==> src/cid_pkg.sv <==
`timescale 1ns / 1ps
// ----------------------------------------------------------------------------
// cid_pkg
// Shared types, status codes and width helpers for the checked integer divider.
// ----------------------------------------------------------------------------
package cid_pkg;

  localparam int DataWidth = 64;

  // Width select codes (low two bits of the mode).
  localparam logic [1:0] WSEL_8  = 2'd0;
  localparam logic [1:0] WSEL_16 = 2'd1;
  localparam logic [1:0] WSEL_32 = 2'd2;
  localparam logic [1:0] WSEL_64 = 2'd3;

  // Status codes.
  localparam logic [1:0] STATUS_OK       = 2'd0;
  localparam logic [1:0] STATUS_DIV_ZERO = 2'd1;
  localparam logic [1:0] STATUS_OVERFLOW = 2'd2;

  // Payload carried down the divide pipeline.
  typedef struct packed {
    logic [DataWidth-1:0] rem;     // partial remainder
    logic [DataWidth-1:0] quo;     // dividend bits still to shift in, quotient bits shifted in
    logic [DataWidth-1:0] div;     // divisor magnitude
    logic [1:0]           wsel;    // operand width select
    logic                 neg;     // quotient must be negated
    logic [1:0]           status;  // error status found up front
  } cid_stage_t;

  function automatic logic [DataWidth-1:0] width_mask(input logic [1:0] wsel);
    logic [DataWidth-1:0] m;
    begin
      case (wsel)
        WSEL_8:  m = 64'h0000_0000_0000_00FF;
        WSEL_16: m = 64'h0000_0000_0000_FFFF;
        WSEL_32: m = 64'h0000_0000_FFFF_FFFF;
        WSEL_64: m = 64'hFFFF_FFFF_FFFF_FFFF;
        default: m = 64'hFFFF_FFFF_FFFF_FFFF;
      endcase
      return m;
    end
  endfunction

endpackage

==> src/cid_post.sv <==
`timescale 1ns / 1ps
// ----------------------------------------------------------------------------
// cid_post
// Back stage: applies the sign, masks to width and registers the result word.
// ----------------------------------------------------------------------------
module cid_post
  import cid_pkg::*;
(
  input  logic        clk,
  input  logic        rst,
  input  logic        en,
  input  logic        in_valid,
  input  cid_stage_t  in_stage,
  output logic        out_valid,
  output logic [63:0] quotient,
  output logic [1:0]  status
);

  logic [63:0] q_signed;
  logic [63:0] quotient_next;

  always_comb begin
    q_signed = in_stage.neg ? (~in_stage.quo + 64'd1) : in_stage.quo;
    if (in_stage.status != STATUS_OK) begin
      quotient_next = 64'd0;
    end else begin
      quotient_next = q_signed & width_mask(in_stage.wsel);
    end
  end

  always_ff @(posedge clk) begin
    if (rst) begin
      out_valid <= 1'b0;
    end else if (en) begin
      out_valid <= in_valid;
    end
  end

  always_ff @(posedge clk) begin
    if (en) begin
      quotient <= quotient_next;
      status   <= in_stage.status;
    end
  end

endmodule
==> config.mk <==
export PLATFORM = sky130hd
export DESIGN_NAME = cid_post
export DESIGN_NICKNAME = d
export VERILOG_FILES = /design/src/cid_pkg.sv /design/src/cid_post.sv
export SDC_FILE = /design/constraint.sdc
export NUM_CORES = 1
export LEC_CHECK = 0
export ABC_AREA = 0
export BUFFER_PORTS_ARGS = -buffer_cell sky130_fd_sc_hd__buf_2
export CELL_PAD_IN_SITES_DETAIL_PLACEMENT = 0
export CELL_PAD_IN_SITES_GLOBAL_PLACEMENT = 1
export CORE_MARGIN = 2
export CORE_UTILIZATION = 34
export CTS_BUF_LIST = sky130_fd_sc_hd__clkbuf_8
export DETAILED_ROUTE_END_ITERATION = 16
export GPL_TIMING_DRIVEN = 0
export PLACE_DENSITY_LB_ADDON = 0.3
export SLEW_MARGIN = 10
export SYNTH_ARGS = -nofsm -noshare
export SYNTH_HDL_FRONTEND = slang
export SYNTH_SLANG_ARGS = --single-unit
==> constraint.sdc <==
create_clock -name clk -period 5.1 [get_ports clk]
set_input_delay 0 -clock clk [delete_from_list [all_inputs] [get_ports clk]]
set_output_delay 0 -clock clk [all_outputs]
set_load 0.05 [all_outputs]
# Word-level counts from Yosys, hierarchy flattened
# Cells that the tools add are included.
[totals]
mem_count = 0
rom_bits = 0
register_bits = 67
mem_bits_rw = 0
latchBits = 0
[classes]
reduce_logical = 2
n_mul = 0
div_mod_pow = 0
eq_ne = 3
mux = 3
bitwise = 2
n_lt_le_gt_ge = 0
addsub = 1
shifts = 0
[op_table]
columns = ["cell", "n"]
rows = [
  ["64-bit case mux with 4 select lines", 1],
  ["64-bit two-way mux", 2],
  ["64-bit by 1-bit adder with 64-bit output (second input constant)", 1],
  ["64-bit bitwise AND", 1],
  ["64-bit inverter", 1],
  ["2-bit equality test (second input constant)", 2],
  ["2-bit by 1-bit equality test with 1-bit output (second input constant)", 1],
  ["2-bit logical NOT", 1],
  ["2-bit nonzero test", 1],
]

# Logic depth before layout (Yosys ltp)
[depth]
ltp_word = 4
mapped_depth = 8
ltp_nobuf = 7

# Worst setup path after synthesis
# No wires, ideal clock.
[synth_timing]
kind = "input to register"
from = "in in_stage[69] (netlist bit)"
to = "reg quotient[50] (data pin)"
path_slack_ns = 2.694
arrival_time_ns = 2.145
cell_stages = 8
required_ns = 4.839
setup_time_ns = 0.261
path_buffers = 1
path_cell_list = "inv_1 > ha_1 > or4b_1 > buf_2 > or4_1 > or4_1 > mux2i_1 > a311o_1"
[synth_between]
elab_chain_len = 4
[synth_rtl]
columns = ["item", "line", "text"]
rows = [
  ["start: declaration", "cid_post.sv:13", "input cid_stage_t in_stage,"],
  ["64-bit inverter", "cid_post.sv:23", "q_signed = in_stage.neg ? (~in_stage.quo + 64'd1) : in_stage.quo;"],
  ["64-bit by 1-bit adder with 64-bit output", "cid_post.sv:23", ""],
  ["64-bit two-way mux", "cid_post.sv:23", ""],
  ["64-bit bitwise AND", "cid_post.sv:27", "quotient_next = q_signed & width_mask(in_stage.wsel);"],
  ["end signal: assignment", "cid_post.sv:41", "quotient <= quotient_next;"],
  ["end: declaration", "cid_post.sv:15", "output logic [63:0] quotient,"],
]
# No other way between the ends.
# A chain may end at the register's enable or synchronous reset.

# Worst setup path in the final report
[layout_timing]
from = "in in_stage[69] (netlist bit)"
to = "reg quotient[60] (data pin)"
# The elaborated chain is that of the path after synthesis.

==> flow_metrics.env <==
export IMPL_result_of_the_run="complete, no violations"
export IMPL_detail_route_wirelength_mm=14.4
export IMPL_cts_buffers=9
export IMPL_h_tree_depth=3
export IMPL_fmax_mhz=302
export IMPL_r2r_depth=3
export IMPL_ys_types=46
export IMPL_area_delta_synth_final_pct=30.0
export IMPL_finalCriticalPeriod_ps=3320
export IMPL_ant_nets=0
export IMPL_globalRouteMet3Util=0.0525
export IMPL_netlist_top_cells_area="sky130_fd_sc_hd__edfxtp_1 46%, sky130_fd_sc_hd__xor2_1 6.9%, sky130_fd_sc_hd__nor2_1 4.5%"
export IMPL_ys_ff_latch=67
export IMPL_detailedPlacementHpwl_mm=10.6
export IMPL_setup_repair_after_global_routing_missed_its_margin="false"
export IMPL_layout_commonest_cell="sky130_fd_sc_hd__buf_2"
export IMPL_critical_path_depth=10
export IMPL_clock_skew_ps=0
export IMPL_fp_coreArea_mm2=0.0125
export IMPL_tritoncts="yes"
export IMPL_latest_clock_arrival_within_the_worst_skew_pair_ps=360
export IMPL_worst_path_buffer_plus_inverter_count=4
export IMPL_irDropWorstVdd_v=0.000117
export IMPL_n_fill_cell=1301
export IMPL_seq_area_mm2=0.00200
export IMPL_worst_setup_hold_path_clk_slew_ps=70
export IMPL_placement_io_buffers=139
export IMPL_clock_sink_count=67
export IMPL_critPathTopFamily="simple AND/OR/NAND/NOR gates"
export IMPL_timing_setup_critical_path_class="in -> reg"
export IMPL_final_hold_slack_ps=14.3
export IMPL_hold_class="in -> reg"
export IMPL_total_power_mw=1.38
export IMPL_critical_path_arrival_ps=3540
export IMPL_reg2reg_to="out_valid$_SDFFE_PP0P_"
export IMPL_critical_path_endpoint_type="register"
export IMPL_synth_largest_area_cell="sky130_fd_sc_hd__edfxtp_1"
export IMPL_syn_num_nets=653
export IMPL_powerDensity_mw_per_mm2=244
export IMPL_antenna_cells=0
export IMPL_firstDrtPassIters=5
export IMPL_detailedRoute_firstIterationViolations=311
export IMPL_overall_die_height_um=117
export IMPL_route_detailed_drc=0
export IMPL_yosysWarnings=0
export IMPL_slew_limit_headroom=0.347
export IMPL_grt_util_met1=0.317
export IMPL_report_final_hold_viol_count=0
export IMPL_timing_final_setup_violations=0
export IMPL_critPathSlowestCell="sky130_fd_sc_hd__nor4b_1"
export IMPL_slew_violations=0
export IMPL_startpoint="in_stage[69]"
export IMPL_reg2reg_from="out_valid$_SDFFE_PP0P_"
export IMPL_clock_root_buffer="sky130_fd_sc_hd__clkbuf_8"
export IMPL_global_route_usage_total=0.213
export IMPL_syn_instance_count=451
export IMPL_final_layout_size_suffix_gt1_frac=0.261
export IMPL_design_die_area_mm2=0.0137
export IMPL_final_instance_count_excl_fill=800
export IMPL_layout_worst_path_cycle_share=0.650
export IMPL_wl_per_cell_um=17.9
export IMPL_floorplan_io_pins=268
export IMPL_gpl_final_weighted_congestion=0.862
export IMPL_finalCoreUtilization=0.451
export IMPL_worstPathCellList="dlygate4sd3_1 > buf_2 > inv_1 > ha_1 > nor4b_1 > nand4_1 > or4_1 > clkbuf_1 > or4_1 > nand4_1"
export IMPL_cellLeakagePower_nw=2.10
export IMPL_routed_via_count=4297
export IMPL_worst_r2r_setup_slack_ps=3980
export IMPL_first_global_vias=3900
export IMPL_grt_busiest_layer="met1"
export IMPL_maxCapViolations=0
export IMPL_finish_net_count=827
export IMPL_floorplan_rows=41
export IMPL_routing_usage_on_met2=0.291
export IMPL_synth_top_area_share=0.457
export IMPL_asyncSetResetFlopFracSynth=0
export IMPL_synth_flop_cell="sky130_fd_sc_hd__edfxtp_1"
export IMPL_pin_count_of_the_biggest_net_entering_global_routing=68
export IMPL_timing_critical_path_slowest_cell_delay_ps=800
export IMPL_grt_antenna_before_repair=0
export IMPL_place_detailed_instances=762
export IMPL_syn_mean_instance_area_um2=9.62
export IMPL_ys_seq_area_frac=0.461
export IMPL_capture_point_of_the_critical_path="quotient[60]$_SDFFCE_PP0P_"
export IMPL_vias_per_cell=5.37
export IMPL_die_width_um=117
export IMPL_worstMarginPinSlew_ps=966
export IMPL_cts_root_to_sink_buffers=2
export IMPL_initial_core_utilization=0.347
export IMPL_syn_cell_area_mm2=0.00434
export IMPL_gr_total_overflow=0
export IMPL_setup_total_negative_slack_ps=0
export IMPL_synth_edff_count=66
export IMPL_critPathLaunchType="primary input"
export IMPL_worst_ep_required_ps=5330
export IMPL_crit_path_max_fanout=9
export IMPL_first_pass_grt_wire_length_mm=21.6
export IMPL_multiInputGateArea_mm2=0.00222
export IMPL_postCtsSetupRepairBufs=0
export IMPL_most_frequent_cells_in_the_layout="139 x sky130_fd_sc_hd__buf_2, 66 x sky130_fd_sc_hd__edfxtp_1, 52 x sky130_fd_sc_hd__nor2_1"
-- cells in the mapped netlist, types with 2 or more instances --
library cell               instances
sky130_fd_sc_hd__edfxtp_1         66
sky130_fd_sc_hd__nor2_1           52
sky130_fd_sc_hd__nand2_1          42
sky130_fd_sc_hd__xor2_1           34
sky130_fd_sc_hd__nor3_1           29
sky130_fd_sc_hd__nand2b_1         22
sky130_fd_sc_hd__clkbuf_1         20
sky130_fd_sc_hd__mux2i_1          16
sky130_fd_sc_hd__o31ai_1          16
sky130_fd_sc_hd__nand3_1          14
sky130_fd_sc_hd__o41ai_1          14
sky130_fd_sc_hd__a21oi_1          11
sky130_fd_sc_hd__o21ai_0          11
sky130_fd_sc_hd__nor4_1           10
sky130_fd_sc_hd__or3_1            10
sky130_fd_sc_hd__or4_1            10
sky130_fd_sc_hd__and3_1            7
sky130_fd_sc_hd__a211oi_1          6
sky130_fd_sc_hd__nand4_1           6
sky130_fd_sc_hd__o311ai_0          6
sky130_fd_sc_hd__or2_2             6
sky130_fd_sc_hd__a31oi_1           5
sky130_fd_sc_hd__buf_1             4
sky130_fd_sc_hd__inv_1             4
sky130_fd_sc_hd__nand3b_1          3
sky130_fd_sc_hd__nor2b_1           3
sky130_fd_sc_hd__a311o_1           2
sky130_fd_sc_hd__nor4b_1           2
sky130_fd_sc_hd__o211ai_1          2
sky130_fd_sc_hd__or4_4             2
-- sequential cells by signal, indices dropped and copies added, names as in the netlist --
| name | flops |
|---|---|
| out_valid | 1 |
| quotient | 64 |
| status | 2 |
-- cells by family (layout without fill, tap and decap cells) --
family	count (synthesis)	count (layout)	synth area share
AOI/OAI and AO/OA	79	79	0.131
buffers and inverters	30	207	0.0280
DFF	67	67	0.461
xor gates and xnor gates	34	34	0.0686
and+or+nand+nor	224	224	0.272
adders and majority gates	1	1	0.00288
muxes	16	16	0.0369
-- per-layer routing --
| layer | part of all wire | routed length (um) |
|---|---|---|
| met5 | 0 | 0 |
| met4 | 0.023 | 328 |
| met3 | 0.087 | 1240 |
| met2 | 0.39 | 5640 |
| met1 | 0.50 | 7150 |
-- power by group --
| group | switching, mW | total, mW | internal, mW | leakage [nW] |
|---|---|---|---|---|
| combinational | 0.253 | 0.351 | 0.0975 | 1.38 |
| sequential | 0.0104 | 0.655 | 0.645 | 0.638 |
| clock | 0.208 | 0.373 | 0.165 | 0.0833 |
-- through the flow --
step           area (um2)  setup WS (ps)
2_1_floorplan        4340           2690
3_3_place_gp         5250           2000
3_5_place_dp         5250           2050
4_1_cts              5640           1870
5_1_grt              5640           1680
6_report             5640           1780
-- worst min-delay path by stage --
stage                              from                    endpoint  slack, ps  cells past startpoint
after CTS                  in_stage[99]  quotient[30]$_SDFFCE_PP0P_        0.2                      3
after floorplan                     rst      out_valid$_SDFFE_PP0P_         70                      1
final                      in_stage[99]  quotient[30]$_SDFFCE_PP0P_         10                      3
after detailed placement            rst      out_valid$_SDFFE_PP0P_        160                      2
after global placement              rst      out_valid$_SDFFE_PP0P_        160                      2
after global routing      in_stage[116]  quotient[47]$_SDFFCE_PP0P_          9                      3
-- area by class of cell --
type / instances / share of cell area
inverter: 4 / 0.00266
timing repair buffer: 163 / 0.166
clock buffer: 9 / 0.0220
buffer: 26 / 0.0188
sequential: 67 / 0.355
multi-input combinational: 354 / 0.393
clock inverter: 5 / 0.00443
tap: 172 / 0.0381
-- worst min-delay path: cells and delay by family --
kind	cells	cell delay (ps)
buf+inv	1	120
xor+xnor	1	70
simple gates	1	80
-- timing repair --
action,CTS,global route
hold buffers,24,0
setup endpoints to repair,0,0
endpoints found under the hold margin,23,0
resized for setup,0,0
Note: power is estimated with default switching activity, not from simulation.
