[config.mk]
export PLATFORM = sky130hd
export DESIGN_NAME = cid_step
export DESIGN_NICKNAME = d
export VERILOG_FILES = /design/src/cid_pkg.sv /design/src/cid_step.sv
export SDC_FILE = /design/constraint.sdc
export NUM_CORES = 1
export LEC_CHECK = 0
export ABC_AREA = 0
export BUFFER_PORTS_ARGS = -buffer_cell sky130_fd_sc_hd__buf_4
export CAP_MARGIN = 10
export CORE_MARGIN = 4
export CORE_UTILIZATION = 45
export CTS_CLUSTER_DIAMETER = 120
export DETAILED_ROUTE_END_ITERATION = 10
export GPL_TIMING_DRIVEN = 0
export PLACE_DENSITY = 0.73
export SLEW_MARGIN = 15
export SYNTH_ARGS = -nofsm -noshare
export SYNTH_HDL_FRONTEND = slang
export SYNTH_SLANG_ARGS = --single-unit
[constraint.sdc]
create_clock -name clk -period 4.4 [get_ports clk]
set_clock_uncertainty 0.05 [all_clocks]
set_input_delay 0.66 -clock clk [delete_from_list [all_inputs] [get_ports clk]]
set_output_delay 0.66 -clock clk [all_outputs]
set_load 0.05 [all_outputs]
[src/cid_pkg.sv]
`timescale 1ns / 1ps
// ----------------------------------------------------------------------------
// cid_pkg
// Shared types, status codes and width helpers for the checked integer divider.
// ----------------------------------------------------------------------------
package cid_pkg;

  localparam int DataWidth = 64;

  // Width select codes (low two bits of the mode).
  localparam logic [1:0] WSEL_8  = 2'd0;
  localparam logic [1:0] WSEL_16 = 2'd1;
  localparam logic [1:0] WSEL_32 = 2'd2;
  localparam logic [1:0] WSEL_64 = 2'd3;

  // Status codes.
  localparam logic [1:0] STATUS_OK       = 2'd0;
  localparam logic [1:0] STATUS_DIV_ZERO = 2'd1;
  localparam logic [1:0] STATUS_OVERFLOW = 2'd2;

  // Payload carried down the divide pipeline.
  typedef struct packed {
    logic [DataWidth-1:0] rem;     // partial remainder
    logic [DataWidth-1:0] quo;     // dividend bits still to shift in, quotient bits shifted in
    logic [DataWidth-1:0] div;     // divisor magnitude
    logic [1:0]           wsel;    // operand width select
    logic                 neg;     // quotient must be negated
    logic [1:0]           status;  // error status found up front
  } cid_stage_t;

  function automatic logic [DataWidth-1:0] width_mask(input logic [1:0] wsel);
    logic [DataWidth-1:0] m;
    begin
      case (wsel)
        WSEL_8:  m = 64'h0000_0000_0000_00FF;
        WSEL_16: m = 64'h0000_0000_0000_FFFF;
        WSEL_32: m = 64'h0000_0000_FFFF_FFFF;
        WSEL_64: m = 64'hFFFF_FFFF_FFFF_FFFF;
        default: m = 64'hFFFF_FFFF_FFFF_FFFF;
      endcase
      return m;
    end
  endfunction

endpackage

[src/cid_step.sv]
`timescale 1ns / 1ps
// ----------------------------------------------------------------------------
// cid_step
// One restoring division step: yields one quotient bit per register stage.
// ----------------------------------------------------------------------------
module cid_step
  import cid_pkg::*;
(
  input  logic       clk,
  input  logic       rst,
  input  logic       en,
  input  logic       in_valid,
  input  cid_stage_t in_stage,
  output logic       out_valid,
  output cid_stage_t out_stage
);

  logic [DataWidth:0]   rem_sh;
  logic [DataWidth:0]   diff;
  logic                 qbit;
  cid_stage_t           stage_next;

  always_comb begin
    rem_sh = {in_stage.rem, in_stage.quo[DataWidth-1]};
    diff   = rem_sh - {1'b0, in_stage.div};
    qbit   = ~diff[DataWidth];

    stage_next     = in_stage;
    stage_next.rem = qbit ? diff[DataWidth-1:0] : rem_sh[DataWidth-1:0];
    stage_next.quo = {in_stage.quo[DataWidth-2:0], qbit};
  end

  always_ff @(posedge clk) begin
    if (rst) begin
      out_valid <= 1'b0;
    end else if (en) begin
      out_valid <= in_valid;
    end
  end

  always_ff @(posedge clk) begin
    if (en) begin
      out_stage <= stage_next;
    end
  end

endmodule

---- After elaboration in Yosys (flattened, before gate mapping) ----
Cells that the tools add are included.
word-level totals
  register bits after elaboration ......... 198
  input bits .............................. 201
  output and inout bits ................... 198
  word-level logic and storage cells ...... 10
cells by class
  add/subtract/negate cells ............... 1
  multiplexer cells ....................... 1
  bitwise gates (word level) .............. 1
operators by type and width
  kind                                            count
  65-bit by 64-bit subtractor with 65-bit output  1
  64-bit two-way mux                              1
  1-bit NOT                                       1

---- Logic depth before layout (Yosys ltp) ----
Gate-level depths: netlist of run 1.
  word-level depth ........................ 2
  mapped depth ............................ 14
  depth with buffers taken out ............ 13

---- Least setup slack after synthesis of run 1 ----
OpenSTA, ideal clock, no wires.
  kind .................................... input -> register
  start point ............................. in in_stage[32] (netlist name)
  end point ............................... reg out_stage[186] (netlist name), data pin
  setup time .............................. 0.262 ns
  arrival ................................. 3.486 ns
  required time ........................... 4.088 ns
  setup slack ............................. 0.602 ns
  stages on the path ...................... 14
  buffers on the path ..................... 2
  cell sequence ........................... inv_1 -> ha_1 -> buf_2 -> nand4_1 -> or4_1 -> or3_1 -> o32a_1 -> a21oi_2 -> o21ai_1 -> and2_4 -> o211a_4 -> inv_6 -> buf_6 -> mux2_1
RTL lines
  item                  RTL line        text
  from (decl)           cid_step.sv:13  input cid_stage_t in_stage,
  to (signal assigned)  cid_step.sv:43  out_stage <= stage_next;
  to (decl)             cid_step.sv:15  output cid_stage_t out_stage

==> metrics.yaml, run 1 <==
synth_nets: 1205
drive_above_1_share_pct: 33.2
synth-seq-area-share_pct: 53.8
tightestPinTransition_ns: 0.926
rsz0062_at_grt: "false"
finalNonFillerCells: 1696
synth.distinct_cells: 75
synth_edf_count: 197
synth_compound_area_share_pct: 14.3
nNetsFinal: 1624
nFillCells: 2031
synth.ff_latch_count: 198
drtAntennaViolNets: 0
initial_utilization_pct: 45.5
grt_pass1_wl_um: 46200
ioPinCount: 399
syn-instance-count: 939
syn_area_um2: 11000
clockRootBuffer: "clkbuf_16"
gp_congestion: 0.879
wirelength_um: 31700
post_cts_resized: 0
p_int_mw: 3.85
multi_input_area_um2: 4610
min_from: "rst"
fp-row-count: 57
path_max_fanout: 10
dieWidth_um: 165
clockPowerShare_pct: 26.4
crit_path_start: "in_stage[32]"
drv_slew: 0
core_area_um2: 24200
vias_per_cell: 5.20
seq_area_um2: 5940
required_ns: 4.53
start_kind: "input pin"
overflow: 0
worstPathArrival_ns: 4.19
maxSlewHeadroom_pct: 37.6
antenna_found_initial: 1
power_mw: 6.14
yosysWarnings: 0
post-place-cells: 1663
min_period_over_period_pct: 92.3
final_cell_mix: "buf_4, edfxtp_1, inv_1"
cap_violations: 0
insertion_delay_ns: 0.43
numPortBuffers: 398
ctsHtreeMaxLevel: 4
seqPwrFrac_pct: 38.9
die_y_um: 165
power.density_nw_per_um2: 407
synth_ff_type: "edfxtp_1"
p_switching_mw: 2.29
muxShareOfSynthArea_pct: 6.52
period_minus_slack_ns: 4.06
post_cts_buffers: 0
cts.sinks: 198
wl_per_cell_um: 18.7
synthArstFlopShare_pct: 0
comb_power_share_pct: 34.7
cts.clk_slew.worst_paths_ns: 0.09
hpwl_um: 25300
outcome: "finished, final reports clean"
ctsHoldBuffers: 0
power_leakage_nw: 6.65
dr_total_vias: 8819
synth_fa_ha_area_share_pct: 7.44
cts_buffers: 17
cts_buffer_depth: 2
worstHoldPathType: "in -> reg"
synth_top_family_by_area: "compound AO/OA/AOI/OAI gates"
drc: 0
vdd_drop_max_mv: 0.226
whs_ns: 0.316
grt_max_degree: 87
cts_tree: "done"
dieArea_um2: 27100
synth-simple-area-share_pct: 8.85
critical_path_class: "in -> reg"
synth_xor_area_share_pct: 4.52
swShare_pct: 37.3
max_freq_ghz: 0.246
critPathCaptureType: "flop"
grt_pass1_vias: 8542
hold_violations: 0
r2r-start: "out_valid"
syn_avg_cell_area_um2: 11.7
syn2layout_area_growth_pct: 36.9
grtUsageTotal_pct: 21.9
finalSetupViolations: 0
first_iter_violations: 628
firstDrtPassIters: 5
final_common_cell: "buf_4"
[logic make-up (layout without fill, tap and decap cells)]
kind of cell,count (synthesis),after routing
simple gates,196,196
compound gates,240,240
xor+xnor,57,57
fa+ha+maj,65,65
flops,198,198
buf+inv,119,551
mux,64,64
other cells,0,1
[final cells by class]
type                       instances  share of cell area (%)
sequential                       198                    39.3
clock inverter                    14                    1.19
inverter                          86                    2.17
clock buffer                      18                    2.84
buffer                            33                    1.13
timing repair buffer             400                    20.2
antenna                            1                  0.0166
multi-input combinational        622                    30.5
tap                              324                    2.68
[final timing paths]
path                                        to  slack, ns  cells after the start
worst max register to register       out_valid       3.77                      2
worst min-delay path                 out_valid       0.32                      2
worst min register to register       out_valid       0.46                      2
worst max-delay path            out_stage[192]       0.34                     15
[synthesized netlist by cell type (all sizes together), types with 10 or more instances]
cell type / number / area [um^2]
ha: 64 / 801
nor2b: 10 / 62.6
nand4: 21 / 138
inv: 86 / 328
nor2: 41 / 154
nand2: 62 / 233
xnor2: 34 / 298
mux2: 57 / 649
nand3: 10 / 50.1
clkbuf: 24 / 90.1
o21ai: 38 / 190
edfxtp: 197 / 5920
xor2: 23 / 201
a21o: 32 / 240
o21bai: 15 / 113
a21oi: 78 / 398
[sequential cells by signal, indices dropped and copies added, names as in the netlist]
signal and cells:
out_stage 197, out_valid 1
[per-layer routing]
layer	GRT usage, %	vias to the layer above	wire length (um)
met2	37.3	319	15600
met3	5.86	34	2540
met4	5.78	0	677
met1	27.7	4130	12800
met5	0	-	0
li1	-	4336	-
[power by group through the flow]
stage               clock, mW  combinational, mW  sequential [mW]
floorplan                   0              0.683             3.16
global placement            0               2.10             2.43
detailed placement          0               2.13             2.43
CTS                      1.65               2.14             2.39
global route             1.75               2.26             2.41
finish                   1.62               2.13             2.39
[metrics by stage]
step / setup TNS, ns / util, % / worst slack (ns) / area, um^2
2_1_floorplan: 0 / - / 0.602 / 11000
3_3_place_gp: -0.999 / 59.5 / -0.305 / 14400
5_1_grt: 0 / 62.3 / 0.223 / 15100
6_report: 0 / 62.3 / 0.339 / 15100
4_1_cts: 0 / 62.3 / 0.393 / 15100
3_5_place_dp: -0.812 / 59.8 / -0.0555 / 14500
[worst max-delay path: stages]
cell     delay, ns
buf_4         0.09
inv_1         0.03
ha_1          0.26
buf_2         0.21
nand4_1       0.15
or4_1         0.64
or3_1         0.34
o32a_1        0.28
a21oi_2       0.23
o21ai_1       0.12
and2_4        0.21
o211a_4       0.31
inv_6         0.13
buf_6         0.19
mux2_1        0.34
Power figures use the tool's default switching activity.
==> run 2: changes to the inputs <==
BUFFER_PORTS_ARGS = -buffer_cell sky130_fd_sc_hd__buf_2   (was -buffer_cell sky130_fd_sc_hd__buf_4)
==> metrics.yaml, run 2 (synthesis results as in run 1) <==
ctsHoldBuffers: 0
p_int_mw: 3.69
post_cts_buffers: 0
power_leakage_nw: 6.30
cts_tree: "done"
vdd_drop_max_mv: 0.274
final_common_cell: "buf_2"
core_area_um2: 24200
critical_path_class: "in -> reg"
cts_buffers: 17
finalSetupViolations: 0
cap_violations: 0
drive_above_1_share_pct: 33.1
ctsHtreeMaxLevel: 4
largest_reg_flops: 197
max_freq_ghz: 0.247
vias_per_cell: 5.24
gp_congestion: 0.885
cts_buffer_depth: 2
wl_per_cell_um: 18.0
min_period_over_period_pct: 92.2
post-place-cells: 1662
antenna_found_initial: 5
worstPathArrival_ns: 4.18
required_ns: 4.52
cts.clk_slew.worst_paths_ns: 0.08
initial_utilization_pct: 45.5
outcome: "finished, final reports clean"
maxSlewHeadroom_pct: 40.8
numPortBuffers: 398
p_switching_mw: 2.27
dr_total_vias: 8879
first_iter_violations: 719
swShare_pct: 38.1
overflow: 0
drtAntennaViolNets: 0
period_minus_slack_ns: 4.06
dieArea_um2: 27100
insertion_delay_ns: 0.44
top_register: "out_stage"
worstHoldPathType: "in -> reg"
grtUsageTotal_pct: 21.7
nFillCells: 2091
final_cell_mix: "buf_2, edfxtp_1, inv_1"
hpwl_um: 24300
cts.sinks: 198
syn2layout_area_growth_pct: 27.6
power.density_nw_per_um2: 423
seq_area_um2: 5940
wirelength_um: 30500
drc: 0
firstDrtPassIters: 5
post_cts_resized: 0
die_y_um: 165
grt_pass1_wl_um: 45900
multi_input_area_um2: 4610
clockRootBuffer: "clkbuf_16"
nNetsFinal: 1623
seqPwrFrac_pct: 40.0
ioPinCount: 399
dieWidth_um: 165
comb_power_share_pct: 32.9
clockPowerShare_pct: 27.1
grt_pass1_vias: 8734
hold_violations: 0
tightestPinTransition_ns: 0.879
fp-row-count: 57
critPathCaptureType: "flop"
drv_slew: 0
reg_top3: "out_stage: 197 flops, out_valid: 1 flops"
whs_ns: 0.312
grt_max_degree: 101
rsz0062_at_grt: "false"
path_max_fanout: 10
finalNonFillerCells: 1696
start_kind: "input pin"
## run 2: changes by cell type in the layout (fill, tap and decap cells not counted)
| cell | before | now |
|---|---|---|
| buf_16 | 2 | 1 |
| buf_2 | 2 | 399 |
| buf_4 | 397 | 0 |
| clkinv_4 | 2 | 1 |
| clkinv_8 | 5 | 2 |
| diode_2 | 1 | 2 |
| inv_8 | 2 | 6 |
## run 2: cell type report
type,count,area share [%]
Multi-Input combinational cell,622,32.7
Sequential cell,198,42.2
Buffer,33,1.22
Clock buffer,18,3.05
Tap cell,324,2.88
Clock inverter,14,1.19
Inverter,86,2.33
Antenna cell,2,0.0356
Timing Repair Buffer,399,14.4
## run 2: per-layer routing
layer  up-vias  track usage [%]  routed length [um]
li1       4337                -                   -
met1      4131             27.6               12300
met2       359             36.5               14900
met3        46             5.19                2560
met4         6             7.07                 703
met5         -                0                  29
## run 2: final timing paths
| check | start | end | slack, ns | cells past startpoint |
|---|---|---|---|---|
| hold / removal | rst | out_valid | 0.31 | 2 |
| hold reg to reg | out_valid | out_valid | 0.44 | 2 |
| setup / recovery | in_stage[32] | out_stage[138] | 0.34 | 15 |
| setup reg to reg | out_valid | out_valid | 3.77 | 2 |
## run 2: critical path, stage by stage
cell and delay, ns:
buf_2 0.08, inv_1 0.03, ha_1 0.26, buf_2 0.20, nand4_1 0.15, or4_1 0.64
or3_1 0.34, o32a_1 0.28, a21oi_2 0.22, o21ai_1 0.13, and2_4 0.21, o211a_4 0.31
inv_6 0.12, buf_6 0.18, mux2_1 0.37
## run 2: power by group through the flow
stage               Combinational [mW]  Clock (mW)  Sequential (mW)
finish                            1.96        1.61             2.38
global route                      2.09        1.73             2.40
CTS                               1.96        1.65             2.38
detailed placement                1.95           0             2.42
global placement                  1.93           0             2.42
floorplan                        0.683           0             3.16
## run 2: metrics by stage
stage / setup TNS, ns / area, um^2 / utilization, % / setup WS [ns] / power, mW
3_5_place_dp: -0.618 / 13500 / 55.6 / -0.0431 / 4.38
2_1_floorplan: 0 / 11000 / - / 0.602 / 3.85
3_3_place_gp: -1.83 / 13400 / 55.4 / -0.331 / 4.35
5_1_grt: 0 / 14100 / 58.1 / 0.166 / 6.22
6_report: 0 / 14100 / 58.1 / 0.344 / 5.95
4_1_cts: 0 / 14100 / 58.0 / 0.407 / 5.99
==> run 3: changes to the inputs <==
REMOVE_ABC_BUFFERS = 1   (was default)
==> metrics.yaml, run 3 (synthesis results as in run 1) <==
post-place-cells: 1630
r2r_end: "out_valid"
stdcell_area_um2: 14000
drc: 0
multi_input_area_um2: 4610
min_from: "rst"
cts.clk_slew.worst_paths_ns: 0.08
power_leakage_nw: 6.24
power.density_nw_per_um2: 423
r2r_cells: 2
cts_buffers: 17
grt_pass1_vias: 8636
worstHoldPathType: "in -> reg"
grt_max_degree: 90
gp_congestion: 0.905
insertion_delay_ns: 0.43
maxSlewHeadroom_pct: 34.8
critical_path_class: "in -> reg"
post_cts_buffers: 0
dieWidth_um: 165
drive_above_1_share_pct: 33.4
drtAntennaViolNets: 0
ctsHoldBuffers: 0
critPathCaptureType: "flop"
r2r-start: "out_valid"
max_freq_ghz: 0.234
finalSetupViolations: 0
finalNonFillerCells: 1665
final_cell_mix: "buf_2, edfxtp_1, inv_1"
min_period_over_period_pct: 97.3
crit_path_start: "in_stage[32]"
rsz0062_at_grt: "false"
largest_reg_flops: 197
outcome: "finished, final reports clean"
cap_violations: 0
placed_cell_area_um2: 13300
period_minus_slack_ns: 4.28
core_area_um2: 24200
nFillCells: 2056
antenna_found_initial: 3
clockRootBuffer: "clkbuf_16"
wirelength_um: 30400
syn2layout_area_growth_pct: 26.5
numPortBuffers: 398
path_max_fanout: 60
ctsHtreeMaxLevel: 4
grtUsageTotal_pct: 21.2
hold_violations: 0
cts.sinks: 198
dr_total_vias: 8903
cts_buffer_depth: 2
vias_per_cell: 5.35
tns_ns: 0
whs_ns: 0.335
r2r_setup_slack_ns: 3.77
worstPathArrival_ns: 4.41
hpwl_um: 24300
cts_tree: "done"
nNetsFinal: 1591
vdd_drop_max_mv: 0.276
drv_slew: 0
final_common_cell: "buf_2"
tightestPinTransition_ns: 0.967
fp-row-count: 57
seq_area_um2: 5940
firstDrtPassIters: 5
initial_utilization_pct: 45.5
die_y_um: 165
grt_pass1_wl_um: 44900
dieArea_um2: 27100
first_iter_violations: 626
ioPinCount: 399
required_ns: 4.53
top_register: "out_stage"
post-route-util_pct: 57.6
wl_per_cell_um: 18.3
overflow: 0
start_kind: "input pin"
reg_top3: "out_stage: 197 flops, out_valid: 1 flops"
crit_end: "out_stage[152]"
[run 3: power breakdown]
group          internal [mW]  switching [mW]  total (mW)
Clock                  0.777           0.806        1.58
Sequential              2.33          0.0461        2.38
Combinational          0.562            1.38        1.94
[run 3: what timing repair did]
action | in CTS | in global routing
cloned | 0 | 0
gates resized for setup | 1 | 1
endpoints found under the setup margin | 3 | 54
[run 3: stage by stage]
step	setup slack [ns]	power, mW
5_1_grt	0.0225	6.17
3_3_place_gp	-0.449	4.33
4_1_cts	0.108	5.96
6_report	0.118	5.90
2_1_floorplan	0.443	3.82
3_5_place_dp	-0.463	4.36
[run 3: final cells by class]
type | instances | area share, %
inverters | 86 | 2.40
flip-flops and latches | 198 | 42.5
multi-input cells | 622 | 33.0
clock buffers | 18 | 3.07
clock inverters | 14 | 1.33
diodes | 3 | 0.0538
well taps | 324 | 2.90
repair buffers | 400 | 14.7
[run 3: routing by layer]
layer  up-vias  wire length (um)  track usage [%]
met5         -                 0                0
met4         0               580             7.07
met1      4216             12000             26.1
met2       360             15400             37.0
li1       4286                 -                -
met3        41              2460             4.67
[run 3: how the worst min path moves through the flow]
stage,to,cells after the start
5_1_grt,out_stage[96],1
6_report,out_valid,2
4_1_cts,out_valid,2
3_3_place_gp,out_valid,2
2_1_floorplan,out_valid,1
3_5_place_dp,out_valid,2
[run 3: critical path: stages]
cell and delay [ns]:
buf_2 0.11, inv_1 0.05, ha_1 0.50, nand4_1 0.18
or4_1 0.63, or3_1 0.34, o32a_1 0.28, a21oi_2 0.25
o21ai_1 0.15, and2_4 0.21, o211a_4 0.32, clkinv_8 0.26
mux2_1 0.39
