<file path="config.mk">
export PLATFORM = sky130hd
export DESIGN_NAME = cid_prep
export DESIGN_NICKNAME = d
export VERILOG_FILES = /design/src/cid_pkg.sv /design/src/cid_prep.sv
export SDC_FILE = /design/constraint.sdc
export NUM_CORES = 1
export LEC_CHECK = 0
export ABC_AREA = 1
export BUFFER_PORTS_ARGS = -buffer_cell sky130_fd_sc_hd__buf_2
export CAP_MARGIN = 30
export CORE_UTILIZATION = 45
export DETAILED_ROUTE_END_ITERATION = 8
export PLACE_DENSITY = 0.84
export SLEW_MARGIN = 20
export SYNTH_ARGS = -nofsm -noshare
export SYNTH_HDL_FRONTEND = slang
export SYNTH_SLANG_ARGS = --single-unit
</file>
<file path="constraint.sdc">
create_clock -name clk -period 2.8 [get_ports clk]
set_input_delay 0.42 -clock clk [delete_from_list [all_inputs] [get_ports clk]]
set_output_delay 0.42 -clock clk [all_outputs]
set_load 0.02 [all_outputs]
</file>
<file path="src/cid_pkg.sv">
`timescale 1ns / 1ps
// ----------------------------------------------------------------------------
// cid_pkg
// Shared types, status codes and width helpers for the checked integer divider.
// ----------------------------------------------------------------------------
package cid_pkg;

  localparam int DataWidth = 64;

  // Width select codes (low two bits of the mode).
  localparam logic [1:0] WSEL_8  = 2'd0;
  localparam logic [1:0] WSEL_16 = 2'd1;
  localparam logic [1:0] WSEL_32 = 2'd2;
  localparam logic [1:0] WSEL_64 = 2'd3;

  // Status codes.
  localparam logic [1:0] STATUS_OK       = 2'd0;
  localparam logic [1:0] STATUS_DIV_ZERO = 2'd1;
  localparam logic [1:0] STATUS_OVERFLOW = 2'd2;

  // Payload carried down the divide pipeline.
  typedef struct packed {
    logic [DataWidth-1:0] rem;     // partial remainder
    logic [DataWidth-1:0] quo;     // dividend bits still to shift in, quotient bits shifted in
    logic [DataWidth-1:0] div;     // divisor magnitude
    logic [1:0]           wsel;    // operand width select
    logic                 neg;     // quotient must be negated
    logic [1:0]           status;  // error status found up front
  } cid_stage_t;

  function automatic logic [DataWidth-1:0] width_mask(input logic [1:0] wsel);
    logic [DataWidth-1:0] m;
    begin
      case (wsel)
        WSEL_8:  m = 64'h0000_0000_0000_00FF;
        WSEL_16: m = 64'h0000_0000_0000_FFFF;
        WSEL_32: m = 64'h0000_0000_FFFF_FFFF;
        WSEL_64: m = 64'hFFFF_FFFF_FFFF_FFFF;
        default: m = 64'hFFFF_FFFF_FFFF_FFFF;
      endcase
      return m;
    end
  endfunction

endpackage

</file>
<file path="src/cid_prep.sv">
`timescale 1ns / 1ps
// ----------------------------------------------------------------------------
// cid_prep
// Front stage: masks operands, takes magnitudes and flags error cases.
// ----------------------------------------------------------------------------
module cid_prep
  import cid_pkg::*;
(
  input  logic              clk,
  input  logic              rst,
  input  logic              en,
  input  logic              in_valid,
  input  logic [2:0]        mode,
  input  logic [63:0]       dividend,
  input  logic [63:0]       divisor,
  output logic              out_valid,
  output cid_stage_t        out_stage
);

  logic [63:0] mask;
  logic [63:0] topbit;
  logic [63:0] a;
  logic [63:0] b;
  logic        sgn;
  logic        a_neg;
  logic        b_neg;
  cid_stage_t  stage_next;

  always_comb begin
    mask   = width_mask(mode[1:0]);
    topbit = mask ^ (mask >> 1);
    a      = dividend & mask;
    b      = divisor & mask;
    sgn    = mode[2];
    a_neg  = sgn && ((a & topbit) != 64'd0);
    b_neg  = sgn && ((b & topbit) != 64'd0);

    stage_next.rem  = 64'd0;
    stage_next.quo  = a_neg ? ((~a + 64'd1) & mask) : a;
    stage_next.div  = b_neg ? ((~b + 64'd1) & mask) : b;
    stage_next.wsel = mode[1:0];
    stage_next.neg  = a_neg ^ b_neg;
    if (b == 64'd0) begin
      stage_next.status = STATUS_DIV_ZERO;
    end else if (sgn && (a == topbit) && (b == mask)) begin
      stage_next.status = STATUS_OVERFLOW;
    end else begin
      stage_next.status = STATUS_OK;
    end
  end

  always_ff @(posedge clk) begin
    if (rst) begin
      out_valid <= 1'b0;
    end else if (en) begin
      out_valid <= in_valid;
    end
  end

  always_ff @(posedge clk) begin
    if (en) begin
      out_stage <= stage_next;
    end
  end

endmodule

</file>
# Word level (Yosys, flattened, before mapping)
# Index checks and enable logic that the tools add are counted.
# Widths: inputs -> output; s select.
dict set report totals {
  reg_bits 134
  in_bits 135
  output_inout_bits 198
  wordCells 35
}
dict set report classes {
  add_sub_neg 2
  eq_ne 5
  mux 4
  n_bitwise 10
  reduce_logical 8
}
# operator count
set op_table {}
lappend op_table {{$and 64x64->64} 6}
lappend op_table {{$pmux 64 s4} 1}
lappend op_table {{$add 64x1->64 const B} 2}
lappend op_table {{$eq 64x64->1} 2}
lappend op_table {{$mux 64} 2}
lappend op_table {{$not 64->64} 2}
lappend op_table {{$reduce_bool 64->1} 2}
lappend op_table {{$logic_not 64->1} 1}
lappend op_table {{$xor 64x63->64} 1}
lappend op_table {{$eq 2x2->1 const B} 2}
lappend op_table {{$logic_and 1x1->1} 4}
lappend op_table {{$eq 2x1->1 const B} 1}
lappend op_table {{$logic_not 2->1} 1}
lappend op_table {{$mux 2} 1}
lappend op_table {{$xor 1x1->1} 1}

# Depth between registers and ports, before layout
# Gate-level depths: netlist (run 1).
dict set report logic_depth {
  ltp_word 7
  ltp_mapped 19
  depth_no_buf 16
}

# Least setup slack after synthesis (run 1)
# No wires, ideal clock.
dict set report synth_path {
  path_kind {input -> register}
  startpoint {input port mode[1]}
  endpoint {register out_stage[117] in the netlist's numbering (data pin)}
  setup_time_ps 255
  arrival_time_ps 2412
  t_required_ps 2545
  slack_ps 133
  stages 17
  n_path_buf 5
  cell_sequence {buf_6 > buf_6 > buf_2 > clkbuf_1 > nor2_1 > ha_1 > nor2_1 > nand3_1 > nand2_2 > inv_2 > buf_4 > nand2_1 > nand3_1 > nor2_1 > nand3_1 > nand2_1 > nor2_1}
}
# element line_no
set synth_lines {}
lappend synth_lines {{start: declaration} cid_prep.sv:13} ;# input logic [2:0] mode,
lappend synth_lines {{end signal: assignment} cid_prep.sv:62} ;# out_stage <= stage_next;
lappend synth_lines {{end: declaration} cid_prep.sv:17} ;# output cid_stage_t out_stage

==> flow_metrics.py, run 1 <==
metrics = {
    "global_route": {
        "grt_start_max_net_pins": 135,
        "use_met1_pct": 36.1,
        "first_global_vias": 10526,
        "gr-usage-met2_pct": 53.5,
        "track_usage_pct": 30.1,
        "antenna_found_initial": 1,
        "top_usage_layer": "met2",
        "grt-ovfl-total": 0,
        "use_met3_pct": 4.03,
        "grt_pass1_wl_um": 55700,
    },
    "route": {
        "wl_um": 36800,
        "via_per_inst": 5.20,
        "dr.pass1.iters": 8,
        "drtIter0Drc": 836,
        "post_drt_wl_per_cell_um": 17.1,
        "antenna_left": 0,
        "route.detailed.drc": 1,
        "num_vias": 11180,
    },
    "cts": {
        "clkSinkCount": 134,
        "root_buffer": "clkbuf_16",
        "clk_pin_slew_ns": 0.07,
        "cts_max_path_buffers": 2,
        "clock_latency_ns": 0.43,
        "cts_tree": "done",
        "cts_max_level": 4,
        "ctsResizeCount": 0,
        "cts_hold_buf": 0,
        "cts_setup_buffers": 0,
        "cts_buffers": 17,
    },
    "timing": {
        "min_period_ns": 2.29,
        "fmax_ghz": 0.436,
        "drv_slew": 0,
        "clock_skew_ns": 0,
        "rsz0062_at_grt": "false",
        "tightestPinTransition_ns": 0.807,
        "period_share_pct": 82.0,
        "relSlewSlack_pct": 45.6,
        "setup_viol": 0,
        "finalHoldViolCount": 0,
        "setup_tns_ns": 0,
    },
    "outcome": {
        "status": "finished with violations",
        "violations": "design-rule violations",
    },
    "critical_path": {
        "cp-start-kind": "input port",
        "critPathMaxFanout": 45,
        "critPathArrivalTime_ns": 2.49,
        "crit_required_ns": 2.99,
        "r2r_setup_slack_ns": 2.22,
        "reg2regPathDepth": 2,
        "reg2reg_to": "out_valid",
        "reg2reg_from": "out_valid",
        "critPathCaptureType": "flop",
        "crit_start": "mode[0]",
        "critPathKind": "input port to flop",
    },
    "placed_design": {
        "gp_congestion": 0.921,
        "place_inst": 2120,
        "io_buffers": 268,
        "dpl.hpwl_um": 28800,
    },
    "min_path": {
        "hold_path.class": "input port to flop",
        "hold_path_end": "out_valid",
        "worstHoldStart": "rst",
        "min_delay_path_depth": 2,
    },
    "synth": {
        "syn_inst": 1555,
        "synth_top_cells_by_area": "edfxtp_1 (37%), nand2_1 (14%), nor2_1 (8.6%)",
        "async_flop_share_pct": 0,
        "yosysTopAreaCell": "edfxtp_1",
        "synth_top_area_share_pct": 37.3,
        "ys_ff_latch": 134,
        "syn-cell-area_um2": 10700,
        "synth_flop_cell": "edfxtp_1",
        "yosys_warnings": 0,
        "yosysSeqAreaShare_pct": 37.5,
        "synth.top_cells.by_count": "nand2_1 (404), nor2_1 (245), inv_1 (169)",
        "yosysMostFrequentCell": "nand2_1",
        "synth_edf_count": 133,
        "synth.distinct_cells": 45,
        "syn_avg_cell_area_um2": 6.88,
    },
    "floorplanning": {
        "die_area_um2": 24400,
        "num_io_pins": 333,
        "core_area_um2": 23400,
        "chipWidth_um": 156,
        "start_util_pct": 45.7,
        "rows": 56,
        "fp.dieH_um": 156,
    },
    "pwr": {
        "p_leak_nw": 6.27,
        "powerDensity_nw_per_um2": 517,
        "vdd_drop_max_v": 0.000381,
    },
    "cells_and_area": {
        "fin_nets": 1961,
        "antenna_cells": 0,
        "drive_gt1_share_pct": 21.7,
        "utilization_pct": 54.4,
        "final_cells": 2152,
        "n_fill_cell": 2340,
        "syn_to_final_growth_pct": 19.1,
    },
    "flow_run": {
        "drv_cap": 0,
    },
}
registers in the layout (all words and copies together), names as in the netlist:
register and count:
out_valid 1, out_stage 133
cell usage in the layout, fill, tap and decap left out, types with 4 or more instances in the layout:
master	instances
nor2_1	245
nand2_4	5
nand2_1	404
o21ai_2	9
buf_2	267
inv_1	169
nand3_1	79
o21ai_0	124
buf_4	17
buf_12	6
xor2_1	11
o21a_1	5
a21oi_1	75
nor4_1	4
ha_1	6
nor3_1	23
inv_2	12
clkinvlp_4	4
nor2_2	15
nor2_4	5
edfxtp_1	133
conb_1	64
nand4_1	40
o21ai_1	32
clkbuf_16	17
nand2_2	25
worst max path at each step:
stage | slack (ns) | to | cells after the start
2_1_floorplan | 0.13 | out_stage[117] | 17
4_1_cts | 0.51 | out_stage[98] | 14
6_report | 0.51 | out_stage[98] | 14
5_1_grt | 0.36 | out_stage[98] | 14
3_5_place_dp | 0.08 | out_stage[98] | 14
3_3_place_gp | 0.15 | out_stage[98] | 14
power breakdown:
group          switching [mW]  total [mW]  internal [mW]
combinational            1.29        1.82          0.528
sequential             0.0582        2.49           2.43
clock                   0.957        2.28           1.32
logic make-up after synthesis:
kind of cell / after synthesis / share of synthesized area, %
DFF: 134 / 37.5
xor gates and xnor gates: 13 / 1.06
muxes: 1 / 0.0936
buffers and inverters: 289 / 13.5
and+or+nand+nor: 857 / 34.5
AOI/OAI and AO/OA: 254 / 12.5
adders and majority gates: 6 / 0.702
other: 1 / 0.0351
critical path, stage by stage:
cell	delay, ns
buf_2	0.20
nor2_4	0.18
nor2_1	0.07
ha_1	0.17
nor2_1	0.10
nand3_1	0.12
nand2_2	0.09
inv_2	0.09
buf_12	0.19
nand2_1	0.10
nand2_2	0.08
nor2_4	0.23
nor2_1	0.07
nor3_1	0.36
per-stage QoR:
stage                     hold WS, ns  power (mW)  area, um^2  setup slack, ns
after CTS                       0.124        6.60       12700            0.514
after floorplan                 0.492        3.73       10900            0.133
after global placement          0.470        4.30       12200            0.147
final                           0.137        6.59       12700            0.505
after detailed placement        0.484        4.33       12200           0.0804
after global routing            0.138        6.87       12700            0.357
final cells by class:
type / count / area (um^2) / share of cell area (%)
multi-input cells: 1195 / 5470 / 43.0
flip-flops and latches: 134 / 4010 / 31.5
repair buffers: 290 / 1580 / 12.4
inverters: 182 / 686 / 5.38
clock buffers: 19 / 433 / 3.40
well taps: 319 / 399 / 3.13
clock inverters: 13 / 148 / 1.16
layer usage:
| layer | up-vias | routed length (um) |
|---|---|---|
| li1 | 5503 | - |
| met1 | 5053 | 15000 |
| met2 | 555 | 18200 |
| met3 | 67 | 2450 |
| met4 | 2 | 1240 |
| met5 | - | 12 |
No activity file was read; power rests on OpenSTA's default activity.
==> run 2, diff against run 1 <==
--- a/config.mk
+++ b/config.mk
@@ -5,12 +5,12 @@
 export SDC_FILE = /design/constraint.sdc
 export NUM_CORES = 1
 export LEC_CHECK = 0
-export ABC_AREA = 1
+export ABC_AREA = 0
 export BUFFER_PORTS_ARGS = -buffer_cell sky130_fd_sc_hd__buf_2
 export CAP_MARGIN = 30
 export CORE_UTILIZATION = 45
 export DETAILED_ROUTE_END_ITERATION = 8
-export PLACE_DENSITY = 0.84
+export PLACE_DENSITY = 0.87
 export SLEW_MARGIN = 20
 export SYNTH_ARGS = -nofsm -noshare
 export SYNTH_HDL_FRONTEND = slang
==> constraint.sdc (replaced) <==
create_clock -name clk -period 2.1 [get_ports clk]
set_input_delay 0.315 -clock clk [delete_from_list [all_inputs] [get_ports clk]]
set_output_delay 0.315 -clock clk [all_outputs]
set_load 0.02 [all_outputs]
==> run 2 against run 1 <==
- the flow finishes with violations (negative setup slack)
- global-route usage rose by 1.1 points
- via count fell by 12%
- first-iteration DRC count rose by 30%
- synthesized cell count fell by 38%
- area after synthesis fell by 14%
- routed wire length fell by 9.7%
- flip-flop and latch count did not move
- die area fell by 14%
- register-to-register slack got worse by 0.74 ns
- highest routed layer unchanged
==> flow_metrics.py, run 2 <==
metrics = {
    "cts": {
        "cts_hold_buf": 0,
        "cts_tree": "done",
        "cts_buffers": 17,
        "clk_pin_slew_ns": 0.06,
        "cts_max_level": 4,
        "clkSinkCount": 134,
        "cts_max_path_buffers": 2,
        "root_buffer": "clkbuf_16",
        "clock_latency_ns": 0.43,
    },
    "placed_design": {
        "gp_congestion": 0.957,
        "dpl.hpwl_um": 25700,
        "io_buffers": 268,
        "place_inst": 1705,
    },
    "cells_and_area": {
        "largest_reg_flops": 133,
        "utilization_pct": 69.0,
        "regArea_um2": 4010,
        "top_regs": "out_stage (133), out_valid (1)",
        "syn_to_final_growth_pct": 48.7,
        "layout_common_cells": "buf_2 (265), buf_4 (253), nor2_1 (155)",
        "fin_nets": 1602,
        "antenna_cells": 0,
        "multiInputGateArea_um2": 5100,
        "regMostFlops": "out_stage",
        "n_fill_cell": 1493,
        "drive_gt1_share_pct": 43.9,
        "layout_commonest_cell": "buf_2",
        "final_cells": 1739,
    },
    "global_route": {
        "grt-ovfl-total": 0,
        "track_usage_pct": 31.2,
        "grt_pass1_wl_um": 49100,
        "grt_start_max_net_pins": 46,
        "first_global_vias": 9225,
        "antenna_found_initial": 1,
    },
    "timing": {
        "period_share_pct": 102,
        "fmax_ghz": 0.467,
        "clock_skew_ns": 0,
        "relSlewSlack_pct": 62.8,
        "setup_tns_ns": -0.0395,
        "min_period_ns": 2.14,
        "setup_ws_ns": -0.0395,
        "setup_viol": 1,
        "finalHoldViolCount": 0,
        "tightestPinTransition_ns": 0.551,
        "rsz0062_at_grt": "true",
        "drv_slew": 0,
    },
    "route": {
        "via_per_inst": 5.67,
        "post_drt_wl_per_cell_um": 19.1,
        "antenna_left": 0,
        "drtIter0Drc": 1090,
        "route.detailed.drc": 0,
        "wl_um": 33200,
        "dr.pass1.iters": 5,
        "num_vias": 9853,
    },
    "floorplanning": {
        "start_util_pct": 46.4,
        "num_io_pins": 333,
        "fp.dieH_um": 145,
        "die_area_um2": 20900,
        "core_area_um2": 19700,
        "chipWidth_um": 145,
        "rows": 51,
    },
    "flow_run": {
        "drv_cap": 0,
    },
    "synth": {
        "synth_edf_count": 133,
        "async_flop_share_pct": 0,
        "yosys_warnings": 0,
        "yosysMostFrequentCell": "nor2_1",
        "synth.top_cells.by_count": "nor2_1 (158), edfxtp_1 (133), buf_4 (64)",
        "synth_top_cells_by_area": "edfxtp_1 (44%), nor2_1 (6.5%), xnor2_1 (5.8%)",
        "syn-cell-area_um2": 9150,
        "synth.distinct_cells": 72,
        "synth_flop_cell": "edfxtp_1",
        "yosysTopAreaCell": "edfxtp_1",
        "synth_top_area_share_pct": 43.7,
        "yosysSeqAreaShare_pct": 43.9,
        "syn_inst": 964,
        "ys_ff_latch": 134,
        "syn_avg_cell_area_um2": 9.49,
    },
    "critical_path": {
        "critPathCaptureType": "flop",
        "cp-start-kind": "input port",
        "reg2regPathDepth": 2,
        "critPathMaxFanout": 6,
        "crit_slowest_cell": "or4_4",
        "crit_start": "divisor[14]",
        "cp_cell_sequence": "buf_8 > or4_4 > or3_4 > a221oi_4 > a31oi_1 > or3b_1",
        "critPathKind": "input port to flop",
        "reg2reg_from": "out_valid",
        "cpPeakStageDelay_ns": 0.55,
        "crit_required_ns": 2.27,
        "critPathArrivalTime_ns": 2.31,
    },
    "pwr": {
        "clock_power_share_pct": 37.8,
        "power.switching_mw": 2.68,
        "p_leak_nw": 5.58,
        "switching_share_pct": 29.7,
        "internal_power_mw": 6.35,
        "p_seq_share_pct": 36.6,
        "vdd_drop_max_v": 0.000563,
        "powerDensity_nw_per_um2": 664,
        "power_frac_comb_pct": 25.6,
    },
    "outcome": {
        "status": "finished with violations",
        "violations": "negative setup slack",
    },
    "min_path": {
        "hold_path.class": "input port to flop",
        "worstHoldStart": "rst",
        "min_delay_path_depth": 2,
    },
}
run 2: cell types whose count changed after synthesis, moves of 50 or more:
cell     change
nor4_1      +50
nand2_1    -361
nand3_1     -73
inv_1      -158
o21ai_0     -81
nor2_1      -87
xnor2_1     +59
run 2: final cells by class:
| type | count | share of cell area [%] |
|---|---|---|
| multi-input combinational | 766 | 37.5 |
| sequential | 134 | 29.5 |
| timing repair buffer | 530 | 25.3 |
| clock buffer | 19 | 3.18 |
| tap | 265 | 2.44 |
| clock inverter | 13 | 1.67 |
| inverter | 12 | 0.386 |
run 2: worst paths after layout:
kind / end / slack, ns
max: out_stage[51] / -0.04
min: out_valid / 0.05
max reg2reg: out_valid / 1.48
min reg2reg: out_valid / 0.54
run 2: worst max-delay path, delay by kind of cell:
kind            cells  cell delay, ns
compound gates      2            0.57
buf+inv             1            0.10
simple gates        3            1.31
run 2: cells by family (layout without fill, tap and decap cells):
| kind of cell | Yosys count | after routing | share of synthesized area, % |
|---|---|---|---|
| AO/OA/AOI/OAI | 206 | 206 | 14.8 |
| multiplexers | 3 | 3 | 0.465 |
| other | 1 | 64 | 0.0410 |
| adder cells (fa/ha/maj) | 6 | 6 | 0.821 |
| flip-flops | 134 | 134 | 43.9 |
| buffers and inverters | 127 | 574 | 7.97 |
| AND/OR/NAND/NOR | 380 | 380 | 21.7 |
| XOR/XNOR | 107 | 107 | 10.2 |
run 2: metrics by stage:
| stage | instance area [um^2] | worst slack (ns) | power (mW) | hold slack [ns] |
|---|---|---|---|---|
| 2_1_floorplan | 9920 | -0.228 | 4.64 | 0.387 |
| 3_3_place_gp | 12800 | -0.549 | 5.57 | 0.467 |
| 3_5_place_dp | 12800 | -0.557 | 5.61 | 0.495 |
| 4_1_cts | 13500 | 0.0159 | 9.00 | 0.0458 |
| 5_1_grt | 13600 | -0.0468 | 9.33 | 0.0415 |
| 6_report | 13600 | -0.0395 | 9.03 | 0.0482 |
run 2: routing by layer:
metal | share of wire (%) | global-route usage (%)
met1 | 40 | 40.2
met2 | 47 | 50.8
met3 | 8.7 | 4.87
met4 | 3.6 | 15.2
met5 | 0.039 | 0
run 2: power by group through the flow:
stage	combinational, mW	sequential, mW	clock (mW)
after floorplan	0.970	3.67	0
after global placement	2.21	3.35	0
after detailed placement	2.25	3.36	0
after CTS	2.27	3.31	3.42
after global routing	2.47	3.33	3.53
final	2.31	3.31	3.41
run 2: what timing repair did:
item                       CTS  global route
gates resized for setup      3            19
buffers inserted             0             2
setup endpoints to repair    5            18
pin swaps                    1             7
cloned                       0             0
